## src/hdl/cts_pkg.sv

```systemverilog
// Shared types, token codes and keyword table for the C token scanner.
package cts_pkg;

  localparam int PosBitsDefault = 24;
  localparam int FieldW         = 24;
  localparam int PrefixChars    = 8;
  localparam int NumKeywords    = 11;

  typedef struct packed {
    logic [7:0] source_byte;
    logic       end_of_input;
  } cts_in_t;

  typedef struct packed {
    logic [6:0]        token_kind;
    logic [FieldW-1:0] start_offset;
    logic [FieldW-1:0] lexeme_length;
    logic [FieldW-1:0] line_no;
    logic              last_in_run;
  } cts_out_t;

  // Up to two tokens produced by one input beat.
  typedef struct packed {
    logic [1:0] count;
    cts_out_t   res0;
    cts_out_t   res1;
  } cts_res_t;

  localparam logic [6:0] K_ERROR    = 7'd0;
  localparam logic [6:0] K_EOF      = 7'd1;
  localparam logic [6:0] K_INT      = 7'd2;
  localparam logic [6:0] K_LONG     = 7'd3;
  localparam logic [6:0] K_LLONG    = 7'd4;
  localparam logic [6:0] K_UINT     = 7'd5;
  localparam logic [6:0] K_ULONG    = 7'd6;
  localparam logic [6:0] K_ULLONG   = 7'd7;
  localparam logic [6:0] K_FLOAT    = 7'd8;
  localparam logic [6:0] K_DOUBLE   = 7'd9;
  localparam logic [6:0] K_LDOUBLE  = 7'd10;
  localparam logic [6:0] K_CHARLIT  = 7'd11;
  localparam logic [6:0] K_IDENT    = 7'd12;
  localparam logic [6:0] K_KW_BASE  = 7'd13;
  localparam logic [6:0] K_LPAREN   = 7'd24;
  localparam logic [6:0] K_RPAREN   = 7'd25;
  localparam logic [6:0] K_LCURLY   = 7'd26;
  localparam logic [6:0] K_RCURLY   = 7'd27;
  localparam logic [6:0] K_SEMI     = 7'd28;
  localparam logic [6:0] K_MINUS    = 7'd29;
  localparam logic [6:0] K_MINUS_EQ = 7'd30;
  localparam logic [6:0] K_DEC      = 7'd31;
  localparam logic [6:0] K_TILDE    = 7'd32;
  localparam logic [6:0] K_BANG     = 7'd33;
  localparam logic [6:0] K_NE       = 7'd34;
  localparam logic [6:0] K_PLUS     = 7'd35;
  localparam logic [6:0] K_PLUS_EQ  = 7'd36;
  localparam logic [6:0] K_INC      = 7'd37;
  localparam logic [6:0] K_STAR     = 7'd38;
  localparam logic [6:0] K_TIMES_EQ = 7'd39;
  localparam logic [6:0] K_SLASH    = 7'd40;
  localparam logic [6:0] K_DIV_EQ   = 7'd41;
  localparam logic [6:0] K_AMP      = 7'd42;
  localparam logic [6:0] K_LAND     = 7'd43;
  localparam logic [6:0] K_AND_EQ   = 7'd44;
  localparam logic [6:0] K_PIPE     = 7'd45;
  localparam logic [6:0] K_LOR      = 7'd46;
  localparam logic [6:0] K_OR_EQ    = 7'd47;
  localparam logic [6:0] K_LT       = 7'd48;
  localparam logic [6:0] K_LE       = 7'd49;
  localparam logic [6:0] K_SHL      = 7'd50;
  localparam logic [6:0] K_SHL_EQ   = 7'd51;
  localparam logic [6:0] K_GT       = 7'd52;
  localparam logic [6:0] K_GE       = 7'd53;
  localparam logic [6:0] K_SHR      = 7'd54;
  localparam logic [6:0] K_SHR_EQ   = 7'd55;
  localparam logic [6:0] K_ASSIGN   = 7'd56;
  localparam logic [6:0] K_EQEQ     = 7'd57;
  localparam logic [6:0] K_MOD      = 7'd58;
  localparam logic [6:0] K_MOD_EQ   = 7'd59;
  localparam logic [6:0] K_XOR      = 7'd60;
  localparam logic [6:0] K_XOR_EQ   = 7'd61;
  localparam logic [6:0] K_COMMA    = 7'd62;
  localparam logic [6:0] K_QUEST    = 7'd63;
  localparam logic [6:0] K_COLON    = 7'd64;

  // Keyword text, first character in the low byte, zero padded.
  function automatic logic [63:0] kw_word(input logic [3:0] k);
    logic [63:0] w;
    w = '0;
    case (k)
      4'd0:    w = 64'("rahc");
      4'd1:    w = 64'("elbuod");
      4'd2:    w = 64'("esle");
      4'd3:    w = 64'("taolf");
      4'd4:    w = 64'("fi");
      4'd5:    w = 64'("tni");
      4'd6:    w = 64'("gnol");
      4'd7:    w = 64'("nruter");
      4'd8:    w = 64'("trohs");
      4'd9:    w = 64'("dengis");
      4'd10:   w = 64'("dengisnu");
      default: w = '1;
    endcase
    return w;
  endfunction

endpackage

```

## src/hdl/cts_scan.sv

```systemverilog
// Scanner state and the per-byte token logic.
module cts_scan import cts_pkg::*; #(
  parameter int POSITION_BITS = PosBitsDefault
) (
  input  logic              clk_i,
  input  logic              rst_ni,
  input  logic              accept_i,
  input  cts_in_t           in_i,
  input  logic              cfg_we_i,
  input  logic [FieldW-1:0] cfg_wdata_i,
  output cts_res_t          res_o
);

  localparam int PW = (POSITION_BITS < FieldW) ? POSITION_BITS : FieldW;
  localparam logic [PW-1:0] PosLim = {PW{1'b1}};

  typedef enum logic [13:0] {
    M_IDLE   = 14'b00000000000001,
    M_IDENT  = 14'b00000000000010,
    M_DIGITS = 14'b00000000000100,
    M_FRAC   = 14'b00000000001000,
    M_SUF_U  = 14'b00000000010000,
    M_SUF_UL = 14'b00000000100000,
    M_SUF_L  = 14'b00000001000000,
    M_SUF_LL = 14'b00000010000000,
    M_OP     = 14'b00000100000000,
    M_CHAR1  = 14'b00001000000000,
    M_CHAR2  = 14'b00010000000000,
    M_LINEC  = 14'b00100000000000,
    M_BLOCK  = 14'b01000000000000,
    M_BSTAR  = 14'b10000000000000
  } mode_e;

  typedef enum logic [1:0] {
    ACT_FLUSH = 2'd0,
    ACT_KEEP  = 2'd1,
    ACT_DONE  = 2'd2
  } act_e;

  mode_e             mode_q, mode_d;
  logic [6:0]        pend_q, pend_d;
  logic [63:0]       prefix_q, prefix_d;
  logic [PW-1:0]     start_q, start_d;
  logic [PW-1:0]     len_q, len_d;
  logic [PW-1:0]     pos_q, pos_d;
  logic [FieldW-1:0] line_q, line_d;
  logic [FieldW-1:0] first_q;

  function automatic logic digit_chr(input logic [7:0] b);
    return (b >= "0") && (b <= "9");
  endfunction

  function automatic logic word_chr(input logic [7:0] b);
    return ((b >= "a") && (b <= "z")) || ((b >= "A") && (b <= "Z")) || (b == "_");
  endfunction

  function automatic logic [PW-1:0] sat_pos(input logic [PW-1:0] v);
    return (v == PosLim) ? v : v + 1'b1;
  endfunction

  function automatic logic [FieldW-1:0] sat_line(input logic [FieldW-1:0] v);
    return (v == {FieldW{1'b1}}) ? v : v + 1'b1;
  endfunction

  // Second character of a two or three character operator.
  function automatic logic [6:0] op_next(input logic [6:0] k, input logic [7:0] b);
    logic [6:0] r;
    r = K_ERROR;
    case (k)
      K_MINUS:  r = (b == "=") ? K_MINUS_EQ : ((b == "-") ? K_DEC : K_ERROR);
      K_BANG:   r = (b == "=") ? K_NE : K_ERROR;
      K_PLUS:   r = (b == "=") ? K_PLUS_EQ : ((b == "+") ? K_INC : K_ERROR);
      K_STAR:   r = (b == "=") ? K_TIMES_EQ : K_ERROR;
      K_SLASH:  r = (b == "=") ? K_DIV_EQ : K_ERROR;
      K_AMP:    r = (b == "&") ? K_LAND : ((b == "=") ? K_AND_EQ : K_ERROR);
      K_PIPE:   r = (b == "|") ? K_LOR : ((b == "=") ? K_OR_EQ : K_ERROR);
      K_LT:     r = (b == "=") ? K_LE : ((b == "<") ? K_SHL : K_ERROR);
      K_SHL:    r = (b == "=") ? K_SHL_EQ : K_ERROR;
      K_GT:     r = (b == "=") ? K_GE : ((b == ">") ? K_SHR : K_ERROR);
      K_SHR:    r = (b == "=") ? K_SHR_EQ : K_ERROR;
      K_ASSIGN: r = (b == "=") ? K_EQEQ : K_ERROR;
      K_MOD:    r = (b == "=") ? K_MOD_EQ : K_ERROR;
      K_XOR:    r = (b == "=") ? K_XOR_EQ : K_ERROR;
      default:  r = K_ERROR;
    endcase
    return r;
  endfunction

  function automatic cts_out_t mk(input logic [6:0] k, input logic [PW-1:0] s,
                                  input logic [PW-1:0] l, input logic [FieldW-1:0] ln);
    cts_out_t o;
    o.token_kind    = k;
    o.start_offset  = FieldW'(s);
    o.lexeme_length = FieldW'(l);
    o.line_no       = ln;
    o.last_in_run   = 1'b0;
    return o;
  endfunction

  logic [7:0] b, lc;
  logic [6:0] word_k, flush_k, st_k, nk;
  logic       st_single, st_ws, st_nl, do_start;
  act_e       act;
  logic [1:0] cnt;
  cts_out_t   r0, r1;

  assign b  = in_i.source_byte;
  assign lc = b | 8'h20;

  // Identifier or keyword.
  always_comb begin
    word_k = K_IDENT;
    for (int k = 0; k < NumKeywords; k++) begin
      if ((len_q <= PW'(PrefixChars)) && (prefix_q == kw_word(4'(k)))) begin
        word_k = K_KW_BASE + 7'(k);
      end
    end
  end

  always_comb begin
    if (mode_q == M_IDENT) begin
      flush_k = word_k;
    end else if ((mode_q == M_CHAR1) || (mode_q == M_CHAR2) || (mode_q == M_LINEC) ||
                 (mode_q == M_BLOCK) || (mode_q == M_BSTAR)) begin
      flush_k = K_ERROR;
    end else begin
      flush_k = pend_q;
    end
  end

  // Decode of a byte seen between tokens.
  always_comb begin
    st_k      = K_ERROR;
    st_single = 1'b0;
    st_ws     = 1'b0;
    st_nl     = 1'b0;
    case (b)
      " ", 8'h09, 8'h0d: st_ws = 1'b1;
      8'h0a:   st_nl = 1'b1;
      "(":     begin st_k = K_LPAREN; st_single = 1'b1; end
      ")":     begin st_k = K_RPAREN; st_single = 1'b1; end
      "{":     begin st_k = K_LCURLY; st_single = 1'b1; end
      "}":     begin st_k = K_RCURLY; st_single = 1'b1; end
      ";":     begin st_k = K_SEMI;   st_single = 1'b1; end
      "~":     begin st_k = K_TILDE;  st_single = 1'b1; end
      ",":     begin st_k = K_COMMA;  st_single = 1'b1; end
      "?":     begin st_k = K_QUEST;  st_single = 1'b1; end
      ":":     begin st_k = K_COLON;  st_single = 1'b1; end
      "-":     st_k = K_MINUS;
      "!":     st_k = K_BANG;
      "+":     st_k = K_PLUS;
      "*":     st_k = K_STAR;
      "/":     st_k = K_SLASH;
      "&":     st_k = K_AMP;
      "|":     st_k = K_PIPE;
      "<":     st_k = K_LT;
      ">":     st_k = K_GT;
      "=":     st_k = K_ASSIGN;
      "%":     st_k = K_MOD;
      "^":     st_k = K_XOR;
      default: st_k = K_ERROR;
    endcase
  end

  assign nk = op_next(pend_q, b);

  always_comb begin
    mode_d   = mode_q;
    pend_d   = pend_q;
    prefix_d = prefix_q;
    start_d  = start_q;
    len_d    = len_q;
    pos_d    = pos_q;
    line_d   = line_q;
    cnt      = 2'd0;
    r0       = '0;
    r1       = '0;
    do_start = 1'b0;
    act      = ACT_KEEP;
    if (accept_i) begin
      if (in_i.end_of_input) begin
        // Flush whatever is open but a line comment, then EOF; rearm for a new stream.
        if ((mode_q != M_IDLE) && (mode_q != M_LINEC)) begin
          r0  = mk(flush_k, start_q, len_q, line_q);
          cnt = 2'd1;
        end
        if (cnt == 2'd0) r0 = mk(K_EOF, pos_q, '0, line_q);
        else             r1 = mk(K_EOF, pos_q, '0, line_q);
        cnt      = cnt + 2'd1;
        mode_d   = M_IDLE;
        pend_d   = K_ERROR;
        prefix_d = '0;
        start_d  = '0;
        len_d    = '0;
        pos_d    = '0;
        line_d   = first_q;
      end else begin
        if (mode_q == M_IDLE) begin
          do_start = 1'b1;
        end else begin
          unique case (mode_q)
            M_IDENT: begin
              if (!(word_chr(b) || digit_chr(b))) begin
                act = ACT_FLUSH;
              end else begin
                for (int i = 0; i < PrefixChars; i++) begin
                  if (len_q == PW'(i)) prefix_d[8*i +: 8] = b;
                end
              end
            end
            M_DIGITS: begin
              if (digit_chr(b)) act = ACT_KEEP;
              else if (b == ".") begin mode_d = M_FRAC; pend_d = K_DOUBLE; end
              else if (lc == "u") begin mode_d = M_SUF_U; pend_d = K_UINT; end
              else if (lc == "l") begin mode_d = M_SUF_L; pend_d = K_LONG; end
              else act = ACT_FLUSH;
            end
            M_FRAC: begin
              if (digit_chr(b)) act = ACT_KEEP;
              else if (lc == "f") begin pend_d = K_FLOAT; act = ACT_DONE; end
              else if (lc == "l") begin pend_d = K_LDOUBLE; act = ACT_DONE; end
              else act = ACT_FLUSH;
            end
            M_SUF_U: begin
              if (lc == "l") begin mode_d = M_SUF_UL; pend_d = K_ULONG; end
              else act = ACT_FLUSH;
            end
            M_SUF_UL: begin
              if (lc == "l") begin pend_d = K_ULLONG; act = ACT_DONE; end
              else act = ACT_FLUSH;
            end
            M_SUF_L: begin
              if (lc == "u") begin pend_d = K_ULONG; act = ACT_DONE; end
              else if (lc == "l") begin mode_d = M_SUF_LL; pend_d = K_LLONG; end
              else act = ACT_FLUSH;
            end
            M_SUF_LL: begin
              if (lc == "u") begin pend_d = K_ULLONG; act = ACT_DONE; end
              else act = ACT_FLUSH;
            end
            M_OP: begin
              if ((pend_q == K_SLASH) && (b == "*")) mode_d = M_BLOCK;
              else if ((pend_q == K_SLASH) && (b == "/")) mode_d = M_LINEC;
              else if (nk == K_ERROR) act = ACT_FLUSH;
              else begin
                pend_d = nk;
                act    = ((nk == K_SHL) || (nk == K_SHR)) ? ACT_KEEP : ACT_DONE;
              end
            end
            M_CHAR1: mode_d = M_CHAR2;
            M_CHAR2: begin
              pend_d = (b == 8'h27) ? K_CHARLIT : K_ERROR;
              act    = ACT_DONE;
            end
            M_LINEC: begin
              if (b == 8'h0a) begin line_d = sat_line(line_q); mode_d = M_IDLE; end
            end
            M_BLOCK: begin
              if (b == "*") mode_d = M_BSTAR;
              else if (b == 8'h0a) line_d = sat_line(line_q);
            end
            M_BSTAR: begin
              if (b == "/") mode_d = M_IDLE;
              else if (b == 8'h0a) begin line_d = sat_line(line_q); mode_d = M_BLOCK; end
              else if (b != "*") mode_d = M_BLOCK;
            end
            default: begin
              mode_d = M_IDLE;
              act    = ACT_FLUSH;
            end
          endcase
          if (act == ACT_FLUSH) begin
            r0       = mk(flush_k, start_q, len_q, line_q);
            cnt      = 2'd1;
            mode_d   = M_IDLE;
            do_start = 1'b1;
          end else begin
            len_d = sat_pos(len_q);
            if (act == ACT_DONE) begin
              r0     = mk(pend_d, start_q, len_d, line_q);
              cnt    = 2'd1;
              mode_d = M_IDLE;
            end
          end
        end
        if (do_start) begin
          if (st_nl) begin
            line_d = sat_line(line_q);
          end else if (!st_ws) begin
            start_d = pos_q;
            len_d   = PW'(1);
            if (st_single || ((st_k == K_ERROR) && !digit_chr(b) && !word_chr(b) &&
                              (b != 8'h27))) begin
              if (cnt == 2'd0) r0 = mk(st_k, pos_q, PW'(1), line_q);
              else             r1 = mk(st_k, pos_q, PW'(1), line_q);
              cnt = cnt + 2'd1;
            end else if (st_k != K_ERROR) begin
              mode_d = M_OP;
              pend_d = st_k;
            end else if (digit_chr(b)) begin
              mode_d = M_DIGITS;
              pend_d = K_INT;
            end else if (word_chr(b)) begin
              mode_d   = M_IDENT;
              pend_d   = K_IDENT;
              prefix_d = 64'(b);
            end else begin
              mode_d = M_CHAR1;
              pend_d = K_CHARLIT;
            end
          end
        end
        pos_d = sat_pos(pos_q);
      end
    end else if (cfg_we_i && (pos_q == '0) && (mode_q == M_IDLE)) begin
      line_d = cfg_wdata_i;
    end
    if (cnt == 2'd1) r0.last_in_run = 1'b1;
    if (cnt == 2'd2) r1.last_in_run = 1'b1;
  end

  assign res_o.count = cnt;
  assign res_o.res0  = r0;
  assign res_o.res1  = r1;

  always_ff @(posedge clk_i or negedge rst_ni) begin
    if (!rst_ni) begin
      mode_q   <= M_IDLE;
      pend_q   <= K_ERROR;
      prefix_q <= '0;
      start_q  <= '0;
      len_q    <= '0;
      pos_q    <= '0;
      line_q   <= FieldW'(1);
      first_q  <= FieldW'(1);
    end else begin
      mode_q   <= mode_d;
      pend_q   <= pend_d;
      prefix_q <= prefix_d;
      start_q  <= start_d;
      len_q    <= len_d;
      pos_q    <= pos_d;
      line_q   <= line_d;
      if (cfg_we_i) first_q <= cfg_wdata_i;
    end
  end

endmodule

```

## src/hdl/cts_queue.sv

```systemverilog
// Three-entry token queue that takes up to two tokens per cycle.
module cts_queue import cts_pkg::*; (
  input  logic     clk_i,
  input  logic     rst_ni,
  input  cts_res_t push_i,
  output logic     room_o,
  output logic     out_valid_o,
  input  logic     out_ready_i,
  output cts_out_t out_data_o
);

  cts_out_t   ent_q [3];
  cts_out_t   ent_d [3];
  logic [1:0] cnt_q, cnt_d, base;
  logic       pop;

  assign pop         = (cnt_q != 2'd0) && out_ready_i;
  assign base        = cnt_q - {1'b0, pop};
  assign out_valid_o = (cnt_q != 2'd0);
  assign out_data_o  = ent_q[0];
  // Take a beat only when both of its possible tokens fit.
  assign room_o      = (cnt_q <= 2'd1);

  always_comb begin
    ent_d[0] = pop ? ent_q[1] : ent_q[0];
    ent_d[1] = pop ? ent_q[2] : ent_q[1];
    ent_d[2] = ent_q[2];
    for (int i = 0; i < 3; i++) begin
      if ((push_i.count != 2'd0) && (base == 2'(i))) ent_d[i] = push_i.res0;
      if ((push_i.count == 2'd2) && (base + 2'd1 == 2'(i))) ent_d[i] = push_i.res1;
    end
    cnt_d = base + push_i.count;
  end

  always_ff @(posedge clk_i) begin
    for (int i = 0; i < 3; i++) ent_q[i] <= ent_d[i];
  end

  always_ff @(posedge clk_i or negedge rst_ni) begin
    if (!rst_ni) begin
      cnt_q <= '0;
    end else begin
      cnt_q <= cnt_d;
    end
  end

endmodule

```

## src/hdl/c_token_scanner.sv

```systemverilog
// Top level of the streaming C-subset token scanner.
//
// The scanner takes one source byte per beat and returns tokens (kind,
// start offset, length, line) with maximal munch and one byte of lookahead:
// a token whose end is only visible from the following byte is returned on
// that byte, along with any single-byte token the byte completes, so a beat
// yields zero, one or two tokens; last_in_run marks the final token of a
// beat. A beat with end_of_input set flushes the open token, returns EOF and
// restarts position and line counting for the next stream. Throughput is one
// byte per clock while the queue has room; a byte is taken whenever the
// three-entry result queue holds at most one token, so a beat that yields
// two tokens stalls the input when the consumer drains one token a cycle.
// Each byte is decoded by logic between the scanner state registers and the
// queue registers that drive the output. first_line_number is written by the
// user through cfg_we_i/cfg_wdata_i only while idle, not enforced by the block;
// a write also reloads the line counter if no byte of this stream was taken.
module c_token_scanner import cts_pkg::*; #(
  parameter int POSITION_BITS = PosBitsDefault
) (
  input  logic              clk_i,
  input  logic              rst_ni,
  input  logic              in_valid_i,
  output logic              in_ready_o,
  input  cts_in_t           in_data_i,
  output logic              out_valid_o,
  input  logic              out_ready_i,
  output cts_out_t          out_data_o,
  input  logic              cfg_we_i,
  input  logic [FieldW-1:0] cfg_wdata_i
);

  cts_res_t res;
  logic     accept;

  // A beat moves when the queue has room for both possible tokens.
  assign accept = in_valid_i && in_ready_o;

  cts_scan #(
    .POSITION_BITS(POSITION_BITS)
  ) u_scan (
    .clk_i      (clk_i),
    .rst_ni     (rst_ni),
    .accept_i   (accept),
    .in_i       (in_data_i),
    .cfg_we_i   (cfg_we_i),
    .cfg_wdata_i(cfg_wdata_i),
    .res_o      (res)
  );

  cts_queue u_queue (
    .clk_i      (clk_i),
    .rst_ni     (rst_ni),
    .push_i     (res),
    .room_o     (in_ready_o),
    .out_valid_o(out_valid_o),
    .out_ready_i(out_ready_i),
    .out_data_o (out_data_o)
  );

endmodule
```

## config.mk

```make
export PLATFORM = sky130hd
export DESIGN_NAME = c_token_scanner
export DESIGN_NICKNAME = d
export VERILOG_FILES = /design/src/hdl/cts_pkg.sv /design/src/hdl/cts_scan.sv /design/src/hdl/cts_queue.sv /design/src/hdl/c_token_scanner.sv
export SDC_FILE = /design/constraint.sdc
export NUM_CORES = 1
export LEC_CHECK = 0
export BUFFER_PORTS_ARGS = -buffer_cell sky130_fd_sc_hd__clkbuf_2
export CAP_MARGIN = 20
export CORE_ASPECT_RATIO = 1.1
export CORE_UTILIZATION = 60
export DETAILED_ROUTE_END_ITERATION = 10
export HOLD_SLACK_MARGIN = 0.02
export PLACE_DENSITY = 0.76
export REMOVE_ABC_BUFFERS = 1
export SLEW_MARGIN = 10
export SYNTH_ARGS = -nofsm -noshare
export SYNTH_HDL_FRONTEND = slang
export SYNTH_SLANG_ARGS = --single-unit
```

## constraint.sdc

```tcl
create_clock -name clk_i -period 7.1 [get_ports clk_i]
set_input_delay 2.13 -clock clk_i [delete_from_list [all_inputs] [get_ports clk_i]]
set_output_delay 2.13 -clock clk_i [all_outputs]
set_load 0.01 [all_outputs]
```

# After elaboration in Yosys (flattened, before gate mapping)
# Memory sizes are Yosys's and may differ from the RTL's.
# Index checks and enable logic that the tools add are counted.
[word_totals] regBits=207 ram_bits=240 input_bits=38 out_inout_bits=82 word_cells=382 mem_count=1
[mem_list] memory="u_queue.ent_q" words=3 width=80 read_ports=3 rd_ports_with_merged_regs=0 write_ports=3 line="cts_queue.sv:12" source="cts_out_t ent_q [3];"
[classes] n_addsub=8 n_lt_le_gt_ge=8 n_eq_ne=96 mux=199 n_reduce_logical=61
[op_table] cell="2-to-1 mux 80 bit" n=27
[op_table] cell="2-to-1 mux 64 bit" n=11
[op_table] cell="2-to-1 mux 24 bit" n=23
[op_table] cell="2-to-1 mux 14 bit" n=24
[op_table] cell="2-to-1 mux 7 bit" n=41
[op_table] cell="equality test 64 x 31 -> 1 bit, second input constant" n=3
[op_table] cell="equality test 64 x 47 -> 1 bit, second input constant" n=3
[op_table] cell="equality test 8 x 6 -> 1 bit, second input constant" n=19
[op_table] cell="one-hot mux 7 bit (21 select lines)" n=1
[op_table] cell="equality test 64 x 39 -> 1 bit, second input constant" n=2
[op_table] cell="equality test 7 x 6 -> 1 bit, second input constant" n=18
[op_table] cell="one-hot mux 14 bit (9 select lines)" n=1
[op_table] cell="one-hot mux 7 bit (14 select lines)" n=1
[op_table] cell="equality test 24 x 3 -> 1 bit, second input constant" n=4
[op_table] cell="2-to-1 mux 6 bit" n=13
[op_table] cell="2-to-1 mux 74 bit" n=1
[op_table] cell="adder 24 x 1 -> 24 bit, second input constant" n=3
[op_table] cell="equality test 24 bit, second input constant" n=3
[op_table] cell="one-hot mux 24 bit (3 select lines)" n=1
[op_table] cell="equality test 64 x 15 -> 1 bit, second input constant" n=1
[op_table] cell="equality test 64 x 23 -> 1 bit, second input constant" n=1
[op_table] cell="equality test 64 x 63 -> 1 bit, second input constant" n=1
[op_table] cell="2-to-1 mux 8 bit" n=8
[op_table] cell="one-hot mux 7 bit (8 select lines)" n=1
[op_table] cell="other kinds (55)" n=161

# Depth between registers and ports, before layout
# Gate-level depths: netlist of run 1.
[logic_depth] ltp_word=31 ltp_mapped=21 mapped_depth_nobuf=16

# By module
# From an unflattened synthesis of run 1, not the netlist that was laid out.
[hier_totals] cells_unflattened=3069 hier_area_um2=29442.0
[by_module_without_submodules] module="cts_scan" instances=1 cells_each=2048 area_per_inst_um2=16721.0 seq_area_each_um2=5133.7
[by_module_without_submodules] module="cts_queue" instances=1 cells_each=1020 area_per_inst_um2=12714.7 seq_area_each_um2=7257.0
[by_module_without_submodules] module="c_token_scanner" instances=1 cells_each=1 area_per_inst_um2=6.3 seq_area_each_um2=0.0

# Worst setup path before layout of run 1
# Ideal clock, no wire load.
[synth_timing] kind="in2reg" start="in in_data_i[1] in the netlist's numbering" end="mem u_queue.ent_q[0][0] in the netlist's numbering, enable pin" setup_ps=416 arrival_time_ps=7687 required_time_ps=6684 setup_slack_ps=-1003 cell_stages=20 path_buffers=5 cell_sequence="buf_2 buf_2 or4_1 o21ai_1 o21a_1 o211ai_2 nor4_2 buf_2 ha_1 inv_1 a311oi_1 or4b_1 or4b_1 o21ai_1 and2_1 and3_1 buf_2 nor2_2 buf_2 nand2_1"
[synth_rtl] element="start, declared" line="c_token_scanner.sv:24" source="input cts_in_t in_data_i,"
[synth_rtl] element="end, declared" line="cts_queue.sv:12"

==> metrics.md, run 1 <==
| Metric | Value |
|---|---|
| Status | `finished, final reports clean` |
| # diodes | `0` |
| Via count | `24300` |
| Post-route DRC | `0` |
| P_int | `6190 uW` |
| Drt via density | `7.01` |
| I/O pin cnt | `120` |
| Total Die Area | `45200 um^2` |
| Peak VDD IR | `0.287 mV` |
| Setup bufs post-CTS | `0` |
| Final net count | `2904` |
| Asr flop ratio synth | `0.463` |
| Fin crit period | `6.47 ns` |
| Area leader, netlist | `edfxtp_1` |
| Final count of pins violating max slew | `0` |
| CTS buffer count | `46` |
| Total negative slack | `0 ns` |
| Arrival time worst endpoint | `6.81 ns` |
| Synth Warn # | `0` |
| Sw power | `3800 uW` |
| # fillers | `3542` |
| RSZ-0062 raised after global routing | `false` |
| Pwr dens | `347 nW/um^2` |
| Switch share | `0.381` |
| Leak | `0.0109 uW` |
| Drt wl/cell | `24.8 um` |
| Syn Area/Cell | `9.09 um^2` |
| H-tree Lvls | `2` |
| Routability cong. | `0.997` |
| Fmax | `155 MHz` |
| CTS tree | `yes` |
| CTS Hold Buffers Added | `0` |
| # rows | `80` |
| Starting DRC count in detailed routing | `2731` |
| Synth area leaders | `edfxtp_1, dfrtp_1, nand2_1, dfxtp_1, a22o_1` |
| Layout cell share with drive strength beyond 1 | `0.137` |
| Worst-margin pin slew | `1.19 ns` |
| Slew margin rel. | `0.199` |
| Starting Density | `0.611` |
| CTS Sinks | `447` |
| Clock power share | `0.249` |
| CTS root buf | `clkbuf_16` |
| Number of global-route vias before repair | `23200` |
| Crit end category | `flip-flop` |
| Post-DP HPWL | `57.1 mm` |
| Post-synth EDFFs | `171` |
| HP Class | `flip-flop to flip-flop` |
| CTS Buffer Depth | `3` |
| Sequential Power Share | `0.415` |
| First-pass GRT wire length | `133 mm` |
| Syn Inst Count | `2925` |
| Initial antenna violation count | `1` |
| Final period utilization | `0.911` |
| Yosys top cell area share | `0.193` |
| Die X | `203 um` |
| Die Height | `223 um` |
| Global route overflow | `0` |
| Largest net degree at the start of global routing | `108` |
| Hold violation count in the final report | `0` |
| Power, Total | `9990 uW` |
| Worst Skew | `0.0245 ns` |
| Cts repair resizes | `0` |
| ANT nets after route | `0` |
| FF+latch count, synth | `447` |
| CP Class | `input pin to flip-flop` |
| Req. time, crit path | `7.44 ns` |
| Synth Cell Area | `26600 um^2` |
| Worst-path clk slew | `0.06 ns` |
| Crit Path Max Fanout | `32` |
| Worst-skew pair later-pin latency | `0.61 ns` |
| Total Wirelength | `86.0 mm` |
| GR Util All Layers | `0.376` |
| CORE AREA | `43500 um^2` |
| Ys flop type | `dfrtp_1` |
| Startpoint types | `input pin` |
| Combinational power share | `0.336` |
| I/O Buffers | `119` |
| Synth cell types | `100` |
| Final setup fails | `0` |
| Syn-to-layout area delta | `8.34%` |
| First-pass DRT Iterations | `6` |
| Max-cap violation count | `0` |
| Hold WS | `0.465 ns` |
| Register area share after synthesis | `0.440` |
-- synthesized netlist by cell type, drive strengths merged, types with 10 or more instances --
| cell | n |
|---|---|
| a211oi | 51 |
| a21boi | 18 |
| a21o | 17 |
| a21oi | 122 |
| a221oi | 30 |
| a22o | 142 |
| a22oi | 13 |
| a311oi | 25 |
| a31o | 16 |
| a31oi | 36 |
| and2 | 26 |
| and3 | 37 |
| and4 | 15 |
| buf | 161 |
| clkbuf | 165 |
| dfrtp | 204 |
| dfxtp | 69 |
| edfxtp | 171 |
| ha | 10 |
| inv | 23 |
| mux2 | 27 |
| mux2i | 56 |
| nand2 | 374 |
| nand2b | 21 |
| nand3 | 113 |
| nand4 | 51 |
| nor2 | 214 |
| nor2b | 52 |
| nor3 | 85 |
| nor3b | 16 |
| nor4 | 51 |
| nor4b | 13 |
| nor4bb | 13 |
| o211ai | 16 |
| o21a | 11 |
| o21ai | 179 |
| o22ai | 34 |
| o2bb2ai | 17 |
| o31ai | 13 |
| or2 | 16 |
| or3 | 12 |
| or4 | 16 |
| xnor2 | 19 |
| xor2 | 33 |
-- routing by layer --
layer / up-vias / wire length [um] / GRT usage
met4: 2 / 3370 / 0.154
met5: - / 11 / 0
met1: 11900 / 35000 / 0.519
met3: 260 / 8560 / 0.0701
met2: 1404 / 39100 / 0.583
li1: 10700 / - / -
-- area by class of cell --
cell class,count,area (um^2),share of cell area
multi-input combinational,2128,13300,0.461
sequential,447,11700,0.406
timing repair buffer,209,1490,0.0518
clock buffer,69,1410,0.0488
tap,574,718,0.0249
clock inverter,16,135,0.00469
inverter,24,90.1,0.00313
-- registers in the layout, indices dropped and copies added (netlist names) --
name / cells
u_queue.cnt_q: 2
u_queue.ent_q: 240
u_scan.first_q: 24
u_scan.len_q: 24
u_scan.line_q: 24
u_scan.mode_q: 14
u_scan.pend_q: 7
u_scan.pos_q: 24
u_scan.prefix_q: 64
u_scan.start_q: 24
-- cell families (layout without fill, tap and decap cells) --
kind of cell               Yosys count  count (layout)  share of synthesized area
and+or+nand+nor                   1171            1171                      0.226
buffers and inverters              350             318                     0.0649
AOI/OAI and AO/OA                  812             812                      0.215
adders and majority gates           10              10                    0.00470
muxes                               83              83                     0.0325
DFF                                447             447                      0.440
xor gates and xnor gates            52              52                     0.0171
-- power groups by stage --
stage / Sequential (uW) / Clock [uW] / Combinational (uW)
floorplan: 4090 / 0 / 1910
global placement: 4140 / 0 / 3180
detailed placement: 4160 / 0 / 3280
CTS: 4120 / 2510 / 3290
global route: 4210 / 2600 / 3580
finish: 4140 / 2480 / 3360
-- critical path, stage by stage --
cell	delay (ns)
clkbuf_2	0.28
nor4bb_2	0.67
nand2_1	0.18
nor2_2	0.26
nor4_1	0.13
nor4_4	0.33
ha_1	0.23
inv_1	0.04
a311oi_1	0.20
or4b_1	0.45
or4b_1	0.52
nor2_1	0.20
nor2_1	0.14
nor3_2	0.36
buf_12	0.31
mux2i_1	0.24
o21ai_0	0.11
-- cell usage in the layout (no fill, tap or decap), drive strengths merged, types with 33 or more instances in the layout --
| cell | instances |
|---|---|
| nand2 | 374 |
| nor2 | 214 |
| dfrtp | 204 |
| clkbuf | 187 |
| o21ai | 179 |
| edfxtp | 171 |
| a22o | 142 |
| a21oi | 122 |
| nand3 | 113 |
| buf | 91 |
| nor3 | 85 |
| dfxtp | 69 |
| mux2i | 56 |
| nor2b | 52 |
| nand4 | 51 |
| a211oi | 51 |
| nor4 | 51 |
| and3 | 37 |
| a31oi | 36 |
| o22ai | 34 |
| xor2 | 33 |
-- path summary, 6_finish.rpt --
path	endpoint	start	cells past startpoint	slack, ns
max in group asynchronous	u_scan.pend_q[2]$_DFFE_PN0P_	rst_ni	2	4.27
hold reg to reg	u_queue.ent_q[0][206]$_SDFFE_PP0P_	u_queue.ent_q[0][206]$_SDFFE_PP0P_	1	0.46
setup / recovery	u_queue.ent_q[0][55]$_DFFE_PP_	in_data_i[6]	17	0.63
hold / removal	u_queue.ent_q[0][206]$_SDFFE_PP0P_	u_queue.ent_q[0][206]$_SDFFE_PP0P_	1	0.46
min in group asynchronous	u_scan.line_q[16]$_DFFE_PN0P_	rst_ni	1	1.65
setup reg to reg	u_queue.ent_q[0][55]$_DFFE_PP_	u_scan.pend_q[1]$_DFFE_PN0P_	16	1.91
-- per-stage QoR --
stage,setup slack (ns),utilization,cells,cell area [um^2]
4_1_cts,0.784,0.662,3466,28800
2_1_floorplan,-5.70,-,2599,25000
5_1_grt,0.398,0.662,3467,28800
3_3_place_gp,0.370,0.626,3380,27300
6_report,0.630,0.662,3467,28800
3_5_place_dp,0.202,0.626,3381,27300
Power figures use the tool's default switching activity.
==> inputs of run 2 (changes only) <==
- MAX_ROUTING_LAYER: unset -> met4
- PLACE_DENSITY: 0.76 -> 0.78
==> run 2 against run 1 <==
  * Count of clock-buffer cells in the layout rose by 1
  * Largest cell class unchanged
  * Critical endpoint is now u_queue.ent_q[0][67]$_DFFE_PP_
  * Highest routed layer is now met4
  * Utilization decreased by 0.11 points
  * Cell count about the same
==> metrics.md, run 2 (synthesis gave the netlist of run 1 again) <==
| Metric | Value |
|---|---|
| Post-route DRC | `0 (unchanged)` |
| Worst-margin pin slew | `1.15 ns (was 1.19 ns)` |
| CTS Sinks | `447 (unchanged)` |
| Largest registers | `u_queue.ent_q x240, u_scan.prefix_q x64 (unchanged)` |
| Cts repair resizes | `0 (unchanged)` |
| Hold path depth | `1 (unchanged)` |
| CORE AREA | `43500 um^2 (unchanged)` |
| R2r endpoint | `u_queue.ent_q[0][67]$_DFFE_PP_ (was u_queue.ent_q[0][55]$_DFFE_PP_)` |
| Worst Skew | `0.0212 ns (was 0.0245 ns)` |
| Worst-skew pair later-pin latency | `0.59 ns (was 0.61 ns)` |
| First-pass GRT wire length | `136 mm (was 133 mm)` |
| Global route overflow | `0 (unchanged)` |
| Fmax | `155 MHz (about the same)` |
| Pre-CTS WS | `0.208 ns (was 0.202 ns)` |
| CTS buffer count | `46 (unchanged)` |
| Drt wl/cell | `25.2 um (was 24.8 um)` |
| Starting DRC count in detailed routing | `3035 (was 2731)` |
| # rows | `80 (unchanged)` |
| Finished Cell Area | `28800 um^2 (about the same)` |
| Status | `finished, final reports clean (unchanged)` |
| CTS Hold Buffers Added | `0 (unchanged)` |
| R2R Path Start | `u_scan.mode_q[6]$_DFFE_PN0P_ (was u_scan.pend_q[1]$_DFFE_PN0P_)` |
| H-tree Lvls | `2 (unchanged)` |
| Arrival time worst endpoint | `6.65 ns (was 6.81 ns)` |
| First-pass DRT Iterations | `8 (was 6)` |
| Worst Hold Launch | `u_queue.ent_q[0][204]$_SDFFE_PP0P_ (was u_queue.ent_q[0][206]$_SDFFE_PP0P_)` |
| Worst-path clk slew | `0.06 ns (about the same)` |
| Number of global-route vias before repair | `23300 (was 23200)` |
| Crit Path Max Fanout | `33 (was 32)` |
| Die Height | `223 um (unchanged)` |
| ANT nets after route | `0 (unchanged)` |
| Max-cap violation count | `0 (unchanged)` |
| Layout cell share with drive strength beyond 1 | `0.137 (about the same)` |
| Largest net degree at the start of global routing | `129 (was 108)` |
| I/O Buffers | `119 (unchanged)` |
| Largest register FFs | `240 (unchanged)` |
| RSZ-0062 raised after global routing | `false (unchanged)` |
| Most frequent cells in the layout | `nand2_1, nor2_1, dfrtp_1, edfxtp_1, o21ai_0 (unchanged)` |
| CTS Buffer Depth | `3 (unchanged)` |
| Final count of pins violating max slew | `0 (unchanged)` |
| Syn-to-layout area delta | `8.17% (was 8.34%)` |
| Drt via density | `7.01 (about the same)` |
| I/O pin cnt | `120 (unchanged)` |
| Worst setup margin | `0.669 ns (was 0.630 ns)` |
| Pwr dens | `344 nW/um^2 (was 347 nW/um^2)` |
| Setup bufs post-CTS | `0 (unchanged)` |
| Most common cell after layout, fill and taps aside | `nand2_1 (unchanged)` |
| R2R cell count | `16 (unchanged)` |
| Reg2Reg Setup Slack | `1.93 ns (was 1.91 ns)` |
| Req. time, crit path | `7.32 ns (was 7.44 ns)` |
| Post-DP HPWL | `58.0 mm (was 57.1 mm)` |
| Total Wirelength | `87.3 mm (was 86.0 mm)` |
| Starting Density | `0.611 (unchanged)` |
| Final setup fails | `0 (unchanged)` |
| Crit end category | `flip-flop (unchanged)` |
| CTS root buf | `clkbuf_16 (unchanged)` |
| Routability cong. | `1.05 (was 0.997)` |
| Via count | `24300 (about the same)` |
| Final net count | `2906 (was 2904)` |
| Leak | `0.0109 uW (about the same)` |
| Hold WS | `0.468 ns (was 0.465 ns)` |
| Initial antenna violation count | `1 (unchanged)` |
| Peak VDD IR | `0.277 mV (was 0.287 mV)` |
| Placed cell areas | `27200 um^2 (was 27300 um^2)` |
| Fin crit period | `6.43 ns (was 6.47 ns)` |
| Die X | `203 um (unchanged)` |
| Hold EP | `u_queue.ent_q[0][204]$_SDFFE_PP0P_ (was u_queue.ent_q[0][206]$_SDFFE_PP0P_)` |
| Final period utilization | `0.906 (was 0.911)` |
| CTS tree | `yes (unchanged)` |
| Largest register by flop count | `u_queue.ent_q (unchanged)` |
| GR Util All Layers | `0.394 (was 0.376)` |
| Hold violation count in the final report | `0 (unchanged)` |
| CP Class | `input pin to flip-flop (unchanged)` |
| Startpoint types | `input pin (unchanged)` |
| Slew margin rel. | `0.220 (was 0.199)` |
| Total Die Area | `45200 um^2 (unchanged)` |
| HP Class | `flip-flop to flip-flop (unchanged)` |
-- run 2: cell types whose count changed in the layout (fill, tap and decap cells not counted), sizes merged --
cell      delta
buf          +1
clkbuf       +2
clkinv       +2
clkinvlp     -4
diode        +1
-- run 2: per-stage QoR --
step | util | setup TNS, ns | power [uW] | std cells
after floorplan | - | -1269.12 | 6000 | 2599
after global placement | 0.625 | 0 | 7280 | 3380
after detailed placement | 0.626 | 0 | 7400 | 3381
after CTS | 0.660 | 0 | 9830 | 3465
after global routing | 0.661 | 0 | 10300 | 3469
final | 0.661 | 0 | 9910 | 3469
-- run 2: power by group --
part	leakage [uW]	internal [uW]	switching, uW
logic	0.00521	1190	2170
clock network	0.000748	1390	1040
registers	0.00492	3570	561
-- run 2: worst max-delay path by stage --
stage	to	start	slack [ns]	cells after the start
2_1_floorplan	u_queue.ent_q[0][0]$_DFFE_PP_	in_data_i[8]	-5.70	15
3_3_place_gp	u_queue.ent_q[0][56]$_DFFE_PP_	in_data_i[1]	0.30	17
4_1_cts	u_queue.ent_q[0][55]$_DFFE_PP_	in_data_i[6]	0.80	19
5_1_grt	u_queue.ent_q[0][72]$_DFFE_PP_	in_data_i[4]	0.30	18
6_report	u_queue.ent_q[0][67]$_DFFE_PP_	in_data_i[4]	0.67	18
3_5_place_dp	u_queue.ent_q[0][67]$_DFFE_PP_	in_data_i[4]	0.21	18
-- run 2: routing by layer --
layer	up-vias	global-route usage	wire length, um
li1	10700	-	-
met1	11900	0.538	35900
met2	1483	0.593	39800
met3	237	0.0634	8390
met4	0	0.147	3160
met5	-	-	0
-- run 2: area by class of cell --
class,instances,area [um^2]
diodes,1,2.50
clock buffers,70,1380
clock inverters,14,123
fillers,3496,14800
inverters,24,90.1
multi-input cells,2128,13300
flip-flops and latches,447,11700
well taps,574,718
repair buffers,211,1470
-- run 2: worst max-delay path: stages --
cell and delay (ns):
clkbuf_2 0.22, buf_4 0.23, buf_4 0.18, and3b_1 0.19
o2111ai_1 0.13, o221ai_1 0.31, nor3_1 0.45, ha_1 0.25
inv_1 0.05, a311oi_1 0.18, or4b_1 0.46, or4b_1 0.53
nor2_1 0.21, nor2_1 0.15, nor3_2 0.31, nor2_2 0.09
nand2_2 0.10, buf_4 0.43
